**config.mk**
```make
export PLATFORM = sky130hd
export DESIGN_NAME = csv_field_tokenizer_top_flat
export DESIGN_NICKNAME = d
export VERILOG_FILES = /design/src/rtl/csvt_pkg.sv /design/src/rtl/csvt_if.sv /design/src/rtl/csvt_front.sv /design/src/rtl/csvt_queue.sv /design/src/rtl/csvt_back.sv /design/src/rtl/csv_field_tokenizer_top.sv /design/src/flat_wrapper.sv
export SDC_FILE = /design/constraint.sdc
export NUM_CORES = 1
export LEC_CHECK = 0
export BUFFER_PORTS_ARGS = -buffer_cell sky130_fd_sc_hd__buf_4
export CAP_MARGIN = 20
export CORE_MARGIN = 2
export CORE_UTILIZATION = 50
export DETAILED_ROUTE_END_ITERATION = 16
export PLACE_DENSITY = 0.89
export SLEW_MARGIN = 20
export SYNTH_ARGS = -nofsm -noshare
export SYNTH_HDL_FRONTEND = slang
export SYNTH_SLANG_ARGS = --single-unit
```
**constraint.sdc**
```tcl
create_clock -name clk -period 4.37 [get_ports clk]
set_input_delay 1.311 -clock clk [delete_from_list [all_inputs] [get_ports clk]]
set_output_delay 1.311 -clock clk [all_outputs]
set_load 0.02 [all_outputs]
```
**src/rtl/csvt_pkg.sv**
```systemverilog
`timescale 1ns / 1ps
package csvt_pkg;

  localparam logic [7:0] CH_LF  = 8'h0A;
  localparam logic [7:0] CH_CR  = 8'h0D;
  localparam logic [7:0] CH_NUL = 8'h00;

  localparam logic [7:0] SEP_RESET   = 8'h2C;
  localparam logic [7:0] QUOTE_RESET = 8'h22;

  localparam logic REG_SEPARATOR = 1'b0;
  localparam logic REG_QUOTE     = 1'b1;

  localparam int QUEUE_DEPTH = 2;
  localparam int QPTR_W      = $clog2(QUEUE_DEPTH);
  localparam int QCNT_W      = $clog2(QUEUE_DEPTH + 1);

  typedef struct packed {
    logic [7:0] data_byte;
    logic       is_end;
    logic       is_sep;
    logic       is_lf;
    logic       is_cr;
    logic       is_quote;
  } cls_t;

endpackage

```
**src/rtl/csvt_if.sv**
```systemverilog
`timescale 1ns / 1ps
interface csvt_in_if;
  logic       valid;
  logic       ready;
  logic [7:0] data_byte;
  logic       end_of_data;

  modport source (output valid, data_byte, end_of_data, input ready);
  modport sink (input valid, data_byte, end_of_data, output ready);
endinterface

interface csvt_out_if;
  logic       valid;
  logic       ready;
  logic [7:0] out_byte;
  logic       byte_valid;
  logic       field_end;
  logic       record_end;

  modport source (output valid, out_byte, byte_valid, field_end, record_end, input ready);
  modport sink (input valid, out_byte, byte_valid, field_end, record_end, output ready);
endinterface

```
**src/rtl/csvt_front.sv**
```systemverilog
`timescale 1ns / 1ps
module csvt_front (
  csvt_in_if.sink       in_stream,
  input  logic [7:0]    separator_char,
  input  logic [7:0]    quote_char,
  output logic          push_valid,
  input  logic          push_ready,
  output csvt_pkg::cls_t push_item
);
  import csvt_pkg::*;

  assign in_stream.ready = push_ready;
  assign push_valid      = in_stream.valid;

  // zero byte always means end, whatever the registers hold
  always_comb begin
    push_item.data_byte = in_stream.data_byte;
    push_item.is_end    = in_stream.end_of_data || (in_stream.data_byte == CH_NUL);
    push_item.is_sep    = (in_stream.data_byte == separator_char);
    push_item.is_lf     = (in_stream.data_byte == CH_LF);
    push_item.is_cr     = (in_stream.data_byte == CH_CR);
    push_item.is_quote  = (in_stream.data_byte == quote_char);
  end

endmodule

```
**src/rtl/csvt_queue.sv**
```systemverilog
`timescale 1ns / 1ps
module csvt_queue (
  input  logic           clk,
  input  logic           rst,
  input  logic           push_valid,
  output logic           push_ready,
  input  csvt_pkg::cls_t push_item,
  output logic           pop_valid,
  input  logic           pop_ready,
  output csvt_pkg::cls_t pop_item
);
  import csvt_pkg::*;

  cls_t              entry [QUEUE_DEPTH];
  logic [QPTR_W-1:0] wr_ptr;
  logic [QPTR_W-1:0] rd_ptr;
  logic [QCNT_W-1:0] count;
  logic              push;
  logic              pop;

  assign push_ready = (count != QCNT_W'(QUEUE_DEPTH));
  assign pop_valid  = (count != '0);
  assign pop_item   = entry[rd_ptr];
  assign push       = push_valid && push_ready;
  assign pop        = pop_valid && pop_ready;

  always_ff @(posedge clk) begin
    if (push) begin
      entry[wr_ptr] <= push_item;
    end
  end

  always_ff @(posedge clk) begin
    if (rst) begin
      wr_ptr <= '0;
      rd_ptr <= '0;
      count  <= '0;
    end else begin
      if (push) begin
        wr_ptr <= (wr_ptr == QPTR_W'(QUEUE_DEPTH - 1)) ? '0 : wr_ptr + 1'b1;
      end
      if (pop) begin
        rd_ptr <= (rd_ptr == QPTR_W'(QUEUE_DEPTH - 1)) ? '0 : rd_ptr + 1'b1;
      end
      unique case ({push, pop})
        2'b10:   count <= count + 1'b1;
        2'b01:   count <= count - 1'b1;
        default: count <= count;
      endcase
    end
  end

  a_count_bound: assert property (@(posedge clk) disable iff (rst)
    count <= QCNT_W'(QUEUE_DEPTH))
    else $error("queue count beyond depth");

  a_count_track: assert property (@(posedge clk) disable iff (rst)
    (push && !pop) |=> (count == $past(count) + 1'b1))
    else $error("queue count missed a push");

  a_ptr_gap: assert property (@(posedge clk) disable iff (rst)
    (count == '0 || count == QCNT_W'(QUEUE_DEPTH)) |-> (wr_ptr == rd_ptr))
    else $error("queue pointers out of step with count");

endmodule

```
**src/rtl/csvt_back.sv**
```systemverilog
`timescale 1ns / 1ps
module csvt_back (
  input  logic           clk,
  input  logic           rst,
  input  logic           pop_valid,
  output logic           pop_ready,
  input  csvt_pkg::cls_t pop_item,
  csvt_out_if.source     out_stream
);
  import csvt_pkg::*;

  localparam logic [2:0] PH_REC_START  = 3'd0;
  localparam logic [2:0] PH_FLD_START  = 3'd1;
  localparam logic [2:0] PH_PLAIN      = 3'd2;
  localparam logic [2:0] PH_QUOTED     = 3'd3;
  localparam logic [2:0] PH_QUOTE_SEEN = 3'd4;
  localparam logic [2:0] PH_SKIP       = 3'd5;
  localparam logic [2:0] PH_AFTER_CR   = 3'd6;

  logic [2:0] phase;
  logic [2:0] phase_next;
  logic [2:0] ph;
  logic       pop;

  logic       out_valid;
  logic [7:0] out_byte;
  logic       byte_valid;
  logic       field_end;
  logic       record_end;

  logic       res_valid;
  logic [7:0] res_byte;
  logic       res_bv;
  logic       res_fe;
  logic       res_re;

  logic       d_hit;
  logic [2:0] d_phase;
  logic       d_rec;
  logic       lf_drop;

  assign pop_ready = !out_valid || out_stream.ready;
  assign pop       = pop_valid && pop_ready;

  assign out_stream.valid      = out_valid;
  assign out_stream.out_byte   = out_byte;
  assign out_stream.byte_valid = byte_valid;
  assign out_stream.field_end  = field_end;
  assign out_stream.record_end = record_end;

  // separator wins over LF and CR
  always_comb begin
    d_hit   = pop_item.is_sep || pop_item.is_lf || pop_item.is_cr;
    d_rec   = !pop_item.is_sep;
    d_phase = pop_item.is_sep ? PH_FLD_START :
              (pop_item.is_lf ? PH_REC_START : PH_AFTER_CR);
  end

  always_comb begin
    ph         = phase;
    phase_next = phase;
    res_valid  = 1'b0;
    res_byte   = 8'h00;
    res_bv     = 1'b0;
    res_fe     = 1'b0;
    res_re     = 1'b0;
    lf_drop    = 1'b0;

    if (ph == PH_AFTER_CR) begin
      if (!pop_item.is_end && pop_item.is_lf) begin
        phase_next = PH_REC_START;
        lf_drop    = 1'b1;
      end else begin
        ph = PH_REC_START;
      end
    end
    if (ph > PH_AFTER_CR) begin
      ph = PH_REC_START;
    end

    if (!lf_drop) begin
      unique case (ph)
        PH_REC_START, PH_FLD_START: begin
          if (pop_item.is_end) begin
            phase_next = PH_REC_START;
            res_valid  = (ph == PH_FLD_START);
            res_fe     = (ph == PH_FLD_START);
            res_re     = (ph == PH_FLD_START);
          end else if (pop_item.is_quote) begin
            phase_next = PH_QUOTED;
          end else if (d_hit) begin
            phase_next = d_phase;
            res_valid  = 1'b1;
            res_fe     = 1'b1;
            res_re     = d_rec;
          end else begin
            phase_next = PH_PLAIN;
            res_valid  = 1'b1;
            res_bv     = 1'b1;
            res_byte   = pop_item.data_byte;
          end
        end
        PH_PLAIN: begin
          if (pop_item.is_end) begin
            phase_next = PH_REC_START;
            res_valid  = 1'b1;
            res_fe     = 1'b1;
            res_re     = 1'b1;
          end else if (d_hit) begin
            phase_next = d_phase;
            res_valid  = 1'b1;
            res_fe     = 1'b1;
            res_re     = d_rec;
          end else begin
            res_valid  = 1'b1;
            res_bv     = 1'b1;
            res_byte   = pop_item.data_byte;
          end
        end
        PH_QUOTED: begin
          if (pop_item.is_end) begin
            phase_next = PH_REC_START;
            res_valid  = 1'b1;
            res_fe     = 1'b1;
            res_re     = 1'b1;
          end else if (pop_item.is_quote) begin
            phase_next = PH_QUOTE_SEEN;
          end else begin
            res_valid  = 1'b1;
            res_bv     = 1'b1;
            res_byte   = pop_item.data_byte;
          end
        end
        PH_QUOTE_SEEN: begin
          if (pop_item.is_end) begin
            phase_next = PH_REC_START;
            res_valid  = 1'b1;
            res_fe     = 1'b1;
            res_re     = 1'b1;
          end else if (pop_item.is_quote) begin
            // doubled quote
            phase_next = PH_QUOTED;
            res_valid  = 1'b1;
            res_bv     = 1'b1;
            res_byte   = pop_item.data_byte;
          end else if (d_hit) begin
            phase_next = d_phase;
            res_valid  = 1'b1;
            res_fe     = 1'b1;
            res_re     = d_rec;
          end else begin
            phase_next = PH_SKIP;
          end
        end
        default: begin
          // skipping junk after a closing quote
          if (pop_item.is_end) begin
            phase_next = PH_REC_START;
            res_valid  = 1'b1;
            res_fe     = 1'b1;
            res_re     = 1'b1;
          end else if (d_hit) begin
            phase_next = d_phase;
            res_valid  = 1'b1;
            res_fe     = 1'b1;
            res_re     = d_rec;
          end else begin
            phase_next = PH_SKIP;
          end
        end
      endcase
    end
  end

  always_ff @(posedge clk) begin
    if (rst) begin
      phase     <= PH_REC_START;
      out_valid <= 1'b0;
    end else begin
      if (pop) begin
        phase     <= phase_next;
        out_valid <= res_valid;
      end else if (out_stream.ready) begin
        out_valid <= 1'b0;
      end
    end
  end

  always_ff @(posedge clk) begin
    if (pop && res_valid) begin
      out_byte   <= res_byte;
      byte_valid <= res_bv;
      field_end  <= res_fe;
      record_end <= res_re;
    end
  end

  a_kind_excl: assert property (@(posedge clk) disable iff (rst)
    out_valid |-> (byte_valid != field_end))
    else $error("result is neither a byte nor a field end, or both");

  a_rec_needs_field: assert property (@(posedge clk) disable iff (rst)
    (out_valid && record_end) |-> field_end)
    else $error("record end without field end");

  a_no_pop_stalled: assert property (@(posedge clk) disable iff (rst)
    (out_valid && !out_stream.ready) |-> !pop)
    else $error("item consumed while a result is stalled");

  a_reset_phase: assert property (@(posedge clk)
    rst |=> (phase == PH_REC_START && !out_valid))
    else $error("reset did not return to start of record");

endmodule

```
**src/rtl/csv_field_tokenizer_top.sv**
```systemverilog
`timescale 1ns / 1ps
// CSV field tokenizer. Takes one CSV byte per transfer and returns field
// content bytes, field ends and record ends, with quoted fields unwrapped and
// doubled quotes collapsed. A new byte is accepted every cycle while results
// are taken; the sustained rate of one byte per cycle is set by the phase
// update in the back end. A result passes through classification into a
// two-entry queue, then the phase update into the output register. Bytes
// that produce no result (an opening quote, an LF after CR, data after a
// closing quote) still pass through the queue and the phase update.
// Separator and quote characters sit at APB addresses 0x0 and 0x4 and should
// only be changed while the block is idle. No initialisation time after reset.
module csv_field_tokenizer_top (
  input  logic         clk,
  input  logic         rst,
  input  logic         psel,
  input  logic         penable,
  input  logic         pwrite,
  input  logic [2:0]   paddr,
  input  logic [31:0]  pwdata,
  output logic [31:0]  prdata,
  output logic         pready,
  csvt_in_if.sink      in_stream,
  csvt_out_if.source   out_stream
);
  import csvt_pkg::*;

  logic [7:0] separator_char;
  logic [7:0] quote_char;
  logic       wr_en;
  logic       reg_idx;

  logic       push_valid;
  logic       push_ready;
  cls_t       push_item;
  logic       pop_valid;
  logic       pop_ready;
  cls_t       pop_item;

  assign pready  = 1'b1;
  assign reg_idx = paddr[2];
  assign wr_en   = psel && penable && pwrite && pready;

  always_ff @(posedge clk) begin
    if (rst) begin
      separator_char <= SEP_RESET;
      quote_char     <= QUOTE_RESET;
    end else if (wr_en) begin
      unique case (reg_idx)
        REG_SEPARATOR: separator_char <= pwdata[7:0];
        REG_QUOTE:     quote_char     <= pwdata[7:0];
        default:       separator_char <= separator_char;
      endcase
    end
  end

  always_comb begin
    unique case (reg_idx)
      REG_SEPARATOR: prdata = {24'h000000, separator_char};
      REG_QUOTE:     prdata = {24'h000000, quote_char};
      default:       prdata = '0;
    endcase
  end

  csvt_front u_front (
    .in_stream      (in_stream),
    .separator_char (separator_char),
    .quote_char     (quote_char),
    .push_valid     (push_valid),
    .push_ready     (push_ready),
    .push_item      (push_item)
  );

  csvt_queue u_queue (
    .clk        (clk),
    .rst        (rst),
    .push_valid (push_valid),
    .push_ready (push_ready),
    .push_item  (push_item),
    .pop_valid  (pop_valid),
    .pop_ready  (pop_ready),
    .pop_item   (pop_item)
  );

  csvt_back u_back (
    .clk        (clk),
    .rst        (rst),
    .pop_valid  (pop_valid),
    .pop_ready  (pop_ready),
    .pop_item   (pop_item),
    .out_stream (out_stream)
  );

endmodule

```
**src/flat_wrapper.sv**
```systemverilog
// flat-port wrapper written by rule: the top's interface ports become plain ports
module csv_field_tokenizer_top_flat import csvt_pkg::*;
  (clk, rst, psel, penable, pwrite, paddr, pwdata, prdata, pready, in_stream_valid, in_stream_data_byte, in_stream_end_of_data, in_stream_ready, out_stream_valid, out_stream_out_byte, out_stream_byte_valid, out_stream_field_end, out_stream_record_end, out_stream_ready);
  csvt_in_if in_stream_i ();
  csvt_out_if out_stream_i ();
  input  logic clk;
  input  logic rst;
  input  logic psel;
  input  logic penable;
  input  logic pwrite;
  input  logic [2:0] paddr;
  input  logic [31:0] pwdata;
  output logic [31:0] prdata;
  output logic pready;
  input wire logic [$bits(in_stream_i.valid)-1:0] in_stream_valid;
  input wire logic [$bits(in_stream_i.data_byte)-1:0] in_stream_data_byte;
  input wire logic [$bits(in_stream_i.end_of_data)-1:0] in_stream_end_of_data;
  output wire logic [$bits(in_stream_i.ready)-1:0] in_stream_ready;
  output wire logic [$bits(out_stream_i.valid)-1:0] out_stream_valid;
  output wire logic [$bits(out_stream_i.out_byte)-1:0] out_stream_out_byte;
  output wire logic [$bits(out_stream_i.byte_valid)-1:0] out_stream_byte_valid;
  output wire logic [$bits(out_stream_i.field_end)-1:0] out_stream_field_end;
  output wire logic [$bits(out_stream_i.record_end)-1:0] out_stream_record_end;
  input wire logic [$bits(out_stream_i.ready)-1:0] out_stream_ready;
  assign in_stream_i.valid = in_stream_valid;
  assign in_stream_i.data_byte = in_stream_data_byte;
  assign in_stream_i.end_of_data = in_stream_end_of_data;
  assign in_stream_ready = in_stream_i.ready;
  assign out_stream_valid = out_stream_i.valid;
  assign out_stream_out_byte = out_stream_i.out_byte;
  assign out_stream_byte_valid = out_stream_i.byte_valid;
  assign out_stream_field_end = out_stream_i.field_end;
  assign out_stream_record_end = out_stream_i.record_end;
  assign out_stream_i.ready = out_stream_ready;
  csv_field_tokenizer_top u_core (.clk(clk), .rst(rst), .psel(psel), .penable(penable), .pwrite(pwrite), .paddr(paddr), .pwdata(pwdata), .prdata(prdata), .pready(pready), .in_stream(in_stream_i), .out_stream(out_stream_i));
endmodule
```
==> results.tsv, run 1 <==
metric	value	unit
most frequent cell after synthesis	edfxtp_1	
worst setup margin	1.055	ns
layout cells sized above 1	0.2256	
nets	406	
Worst Tran Pin Value	1.044	ns
Critical Path RT	3.06	ns
Global Route Usage Sum	0.1928	
Area contributors post-synth	edfxtp_1 34%, dfxtp_1 15%, buf_4 5.7%	
Cells after Synth	312	
CP Cell Sequence	buf_4 > mux2_2 > buf_4	
list of most frequent post-synthesis cells	37 x edfxtp_1, 34 x nor2_1, 25 x buf_4, 25 x dfxtp_1, 24 x nand2_1	
max-slew violation count	0	
post-synthesis async set-or-reset flop share	0	
Die ar.	0.007207	sq mm
CTS clk-pin slew, worst paths	0.08	ns
Final period util	0.7587	
cts bufs inserted	9	
area grow syn2layout	14.91	%
Slew headroom	0.3015	
Max IR drop VDD	345.0	uV
Post-Syn Area	0.003272	sq mm
sequential area share after synthesis	0.4925	
top_reg_cell synth	edfxtp_1	
1st-pass router iterations	4	
vias in the first global route	2310	
slowest CP cell	mux2_2	
startpoint types	input pin	
global-route wire length before repair	10930	um
Die W	84.90	um
DR vias	2426	
Crit Path Max Fanout	11	
# rows	29	
post-DP HPWL	4627	um
chip height	84.90	um
DR DRC count	0	
WP data arrival	2.00	ns
Yosys cell types	64	
WL final	6514	um
global route overflow	0	
antenna viol nets, final	0	
Synth top area share	0.3396	
RSZ-0062 raised after global routing	no	
# hold bufs at CTS	0	
Inserted Diodes	0	
Fin Setup TNS	0	ns
drt wl/cell	14.94	um
Post-synth EDFFs	37	
fmax	0.3016	GHz
Vias/cell	5.564	
core area	0.006350	sq mm
Crit. End Element	primary output	
GP Congestion	0.8634	
Lkg Pwr	1.405	nW
status	completed	
deepest clock path buffer count	2	
Max-Cap Viols	0	
clock sinks	62	
Avg Cell Area, Syn	10.49	sq um
Resized cells post-CTS	0	
fin util	0.5921	
largest net degree at the start of global routing	30	
Power, Total	1.954	mW
number of levels in the clock H-tree	3	
Final Skew	0.01442	ns
register bit total from synthesis	62	
number of port buffers	45	
Setup CP Type	in2out	
crit-path most repeated cell	buf_4	
hold crit path type	reg2reg	
CTS tree	yes	
CTS Root Cell	clkbuf_8	
fin crit period	3.315	ns
# setup viols final	0	
initial antenna violation count	0	
post-CTS setup buffer count	0	
post-synth top area cell	edfxtp_1	
starting density of the core	0.5153	
Ys Warns	0	
clock latency on the worst-skew pair	0.35	ns
final hold violations	0	
DRT iter0 DRCs	208	
power per cell area	519.6	mW/mm^2
I/O pin cnt	97	
Setup Slack @ Placement	1.061	ns
Critical Path Max Stage Delay	0.36	ns
==> worst max-delay path: cells and delay by family <==
kind	cells	cell delay, ns
muxes	1	0.36
buffers and inverters	2	0.33
==> metal layers <==
layer	GRT usage	part of all wire	up-vias
li1	-	-	1159
met1	0.2428	0.43	1150
met2	0.3057	0.49	103
met3	0.04572	0.064	14
met4	0.1097	0.018	0
met5	0	0	-
==> kinds of logic after synthesis <==
logic type	share of synthesized area
buffers and inverters	0.08642
other	0.002295
adder cells (fa/ha/maj)	0.003823
multiplexers	0.08642
AO/OA/AOI/OAI	0.1216
XOR/XNOR	0.05354
flip-flops	0.4925
AND/OR/NAND/NOR	0.1534
==> layout make-up <==
| cell class | count | area [sq um] |
|---|---|---|
| clock buffers | 9 | 123.9 |
| clock inverters | 7 | 81.33 |
| fillers | 492 | 2590 |
| inverters | 8 | 30.03 |
| multi-input cells | 226 | 1464 |
| flip-flops and latches | 62 | 1612 |
| well taps | 77 | 96.34 |
| repair buffers | 47 | 352.8 |
==> registers in the layout, summed over array words and instances, names as in the netlist, named ones only <==
name and flops:
u_core.separator_char 8, u_core.u_back.out_stream.valid 1, u_core.u_back.out_stream.field_end 1, u_core.quote_char 8
u_core.u_back.phase 3, u_core.u_queue.entry 26, u_core.u_back.out_stream.record_end 1, u_core.u_back.out_stream.byte_valid 1
u_core.u_queue.wr_ptr 1, u_core.u_queue.count 2, u_core.u_queue.rd_ptr 1, u_core.u_back.out_stream.out_byte 8
==> per-stage QoR <==
stage / cell area (sq um) / cells / hold slack (ns)
2_1_floorplan: 3358 / 335 / 0.4583
3_3_place_gp: 3555 / 420 / 0.4707
3_5_place_dp: 3555 / 420 / 0.4748
4_1_cts: 3760 / 436 / 0.4858
5_1_grt: 3760 / 436 / 0.5070
6_report: 3760 / 436 / 0.4889
==> path summary, 6_finish.rpt <==
kind / to / slack (ns) / from / cells after the start
hold reg to reg: u_core.quote_char[4] / 0.49 / u_core.quote_char[4] / 2
setup / recovery: prdata[5] / 1.05 / paddr[2] / 3
setup reg to reg: u_core.u_back.out_stream.out_byte[4] / 1.93 / u_core.u_back.phase[2] / 6
hold / removal: u_core.quote_char[4] / 0.49 / u_core.quote_char[4] / 2
==> cells in the final DEF (no fill, tap or decap), types with 4 or more instances in the layout <==
cell / Yosys / final
xnor2_1: 17 / 17
a21oi_1: 12 / 12
mux2_2: 9 / 9
nor2b_1: 4 / 4
nor2_1: 34 / 34
a211o_1: 4 / 4
conb_1: 2 / 25
nand4_1: 5 / 5
nand2_1: 24 / 24
nand3_1: 4 / 4
buf_4: 25 / 47
o21ai_0: 7 / 7
inv_1: 7 / 7
o22ai_1: 5 / 5
mux2i_1: 17 / 17
nor3_1: 6 / 6
dfxtp_1: 25 / 25
clkbuf_8: 0 / 9
edfxtp_1: 37 / 37
==> where the power goes <==
group / total, mW / internal (mW) / switching [mW]
Combinational: 0.620 / 0.253 / 0.367
Sequential: 0.812 / 0.741 / 0.0707
Clock: 0.522 / 0.271 / 0.251
No activity file was read; power rests on OpenSTA's default activity.
==> run 2, diff against run 1 <==
- CORE_UTILIZATION: 50 -> 47
- PLACE_DENSITY: 0.89 -> 0.88
- clock period: 4.37 -> 2.9 ns (I/O delays scaled with it)
==> run 2 against run 1 <==
  * Critical path depth rose by 3
  * First-iteration DRC count rose by 34%
  * Sequential share of layout area fell by 0.59 points
  * Clock power rose by 50%
  * Combinational power rose by 57%
  * Sequential power rose by 51%
  * Via count rose by 2.1%
  * Sequential cell count did not move
  * Cell count rose by 2.1%
  * Highest routed layer unchanged
==> results.tsv, run 2 (synthesized netlist as in run 1, its figures left out) <==
metric	value	unit
number of levels in the clock H-tree	3	
worst hold endpoint	u_core.quote_char[0]	
Worst Hold Launch	u_core.quote_char[0]	
Die W	87.44	um
FF-to-FF path depth	6	
DR vias	2477	
I/O pin cnt	97	
1st-pass router iterations	4	
post-CTS setup buffer count	0	
placed instance count	429	
chip height	87.44	um
sw frac	0.3501	
initial antenna violation count	0	
Clock power frac	0.263	
layout cells sized above 1	0.2384	
# rows	30	
Post-Layout Cell Count	445	
number of port buffers	45	
Worst R2R Setup Slack	0.44	ns
max reg flops	26	
global-route wire length before repair	10930	um
CTS tree	yes	
DR DRC count	0	
Final Skew	0.008332	ns
Inserted Diodes	0	
global route overflow	0	
Worst Hold Depth	2	
power per cell area	782.1	mW/mm^2
drt wl/cell	15.37	um
cts bufs inserted	9	
filler cell count	556	
# hold bufs at CTS	0	
CP Cell Sequence	or4b_1 > o211a_1 > o221ai_1 > nor3_1 > a211oi_1 > buf_4	
Critical Path RT	2.95	ns
antenna viol nets, final	0	
Critical Path Max Stage Delay	0.65	ns
fin crit period	2.465	ns
nets	412	
area grow syn2layout	16.52	%
clock latency on the worst-skew pair	0.35	ns
Power, Total	2.982	mW
status	completed	
vias in the first global route	2377	
total net switching power	1.044	mW
combinational power share	0.326	
deepest clock path buffer count	2	
final hold violations	0	
RSZ-0062 raised after global routing	no	
WP data arrival	2.51	ns
Worst Tran Pin Value	0.6284	ns
Resized cells post-CTS	0	
# setup viols final	0	
post-DP HPWL	4764	um
Largest Register	u_core.u_queue.entry	
startpoint types	flop	
core area	0.006756	sq mm
DRT iter0 DRCs	278	
CTS Root Cell	clkbuf_8	
most frequent cells in the layout	53 x buf_4, 37 x edfxtp_1, 34 x nor2_1, 25 x dfxtp_1, 25 x conb_1	
Sequential Power Share	0.411	
slowest CP cell	dfxtp_1	
Max IR drop VDD	347.0	uV
Setup CP Type	reg2reg	
Crit. End Element	flop	
GP Congestion	0.8945	
Max-Cap Viols	0	
worst r2r dst	u_core.u_back.out_stream.out_byte[6]	
hold crit path type	reg2reg	
Global Route Usage Sum	0.1884	
WL final	6841	um
largest net degree at the start of global routing	28	
clock sinks	62	
Vias/cell	5.566	
starting density of the core	0.4843	
fmax	0.4057	GHz
Fin Setup TNS	0	ns
Final period util	0.8499	
most common cell after layout, fill and taps aside	buf_4	
Int Pwr	1.938	mW
max-slew violation count	0	
Slew headroom	0.5811	
Lkg Pwr	1.437	nW
CTS clk-pin slew, worst paths	0.07	ns
Die ar.	0.007645	sq mm
Crit Path Max Fanout	15	
==> run 2: cell types whose count changed in the layout (fill, tap and decap cells not counted), sizes merged <==
cell,delta
buf,+6
clkbuf,+2
clkinvlp,+1
clkinv,-2
bufinv,-1
==> run 2: worst max-delay path: cells and delay by family, from the launching register on <==
kind            cells  cell delay [ns]
buf+inv             1             0.26
flops               1             0.65
compound gates      3             0.63
simple gates        2             0.61
==> run 2: routing by layer <==
| metal | share of wire | GRT usage | wire, um | up-vias |
|---|---|---|---|---|
| met5 | 0 | 0 | 0 | - |
| met4 | 0.024 | 0.08531 | 166 | 0 |
| met3 | 0.070 | 0.06730 | 480 | 16 |
| met2 | 0.48 | 0.3099 | 3303 | 104 |
| met1 | 0.42 | 0.2199 | 2890 | 1180 |
| li1 | - | - | - | 1177 |
==> run 2: layout make-up <==
type	count	area (sq um)	area share
sequential	62	1612	0.4227
multi-input combinational	226	1464	0.3840
timing repair buffer	53	397.9	0.1044
clock buffer	11	173.9	0.04562
tap	80	100.1	0.02626
clock inverter	5	35.03	0.009189
inverter	8	30.03	0.007877
==> run 2: worst max path at each step <==
stage	endpoint	slack (ns)	cells after the start
5_1_grt	u_core.u_back.out_stream.out_byte[6]	0.26	6
3_5_place_dp	u_core.u_queue.count[1]	0.42	7
6_report	u_core.u_back.out_stream.out_byte[6]	0.44	6
3_3_place_gp	u_core.u_queue.count[1]	0.44	7
2_1_floorplan	u_core.u_back.out_stream.byte_valid	0.17	4
4_1_cts	u_core.u_back.out_stream.out_byte[6]	0.45	6
==> run 2: metrics by stage <==
stage               setup slack, ns  utilization  area, sq um  hold WS (ns)
floorplan                    0.1658            -         3358        0.4583
global placement             0.4435       0.5333         3603        0.4720
detailed placement           0.4244       0.5333         3603        0.4768
CTS                          0.4532       0.5643         3812        0.4863
global route                 0.2640       0.5643         3812        0.5063
finish                       0.4354       0.5643         3812        0.4938
==> run 2: power groups by stage <==
stage / Sequential, mW / Clock [mW] / Combinational [mW]
after CTS: 1.22 / 0.793 / 0.965
after detailed placement: 1.24 / 0 / 0.958
after global routing: 1.24 / 0.822 / 1.05
after floorplan: 1.26 / 0 / 0.678
final: 1.23 / 0.784 / 0.972
after global placement: 1.24 / 0 / 0.936
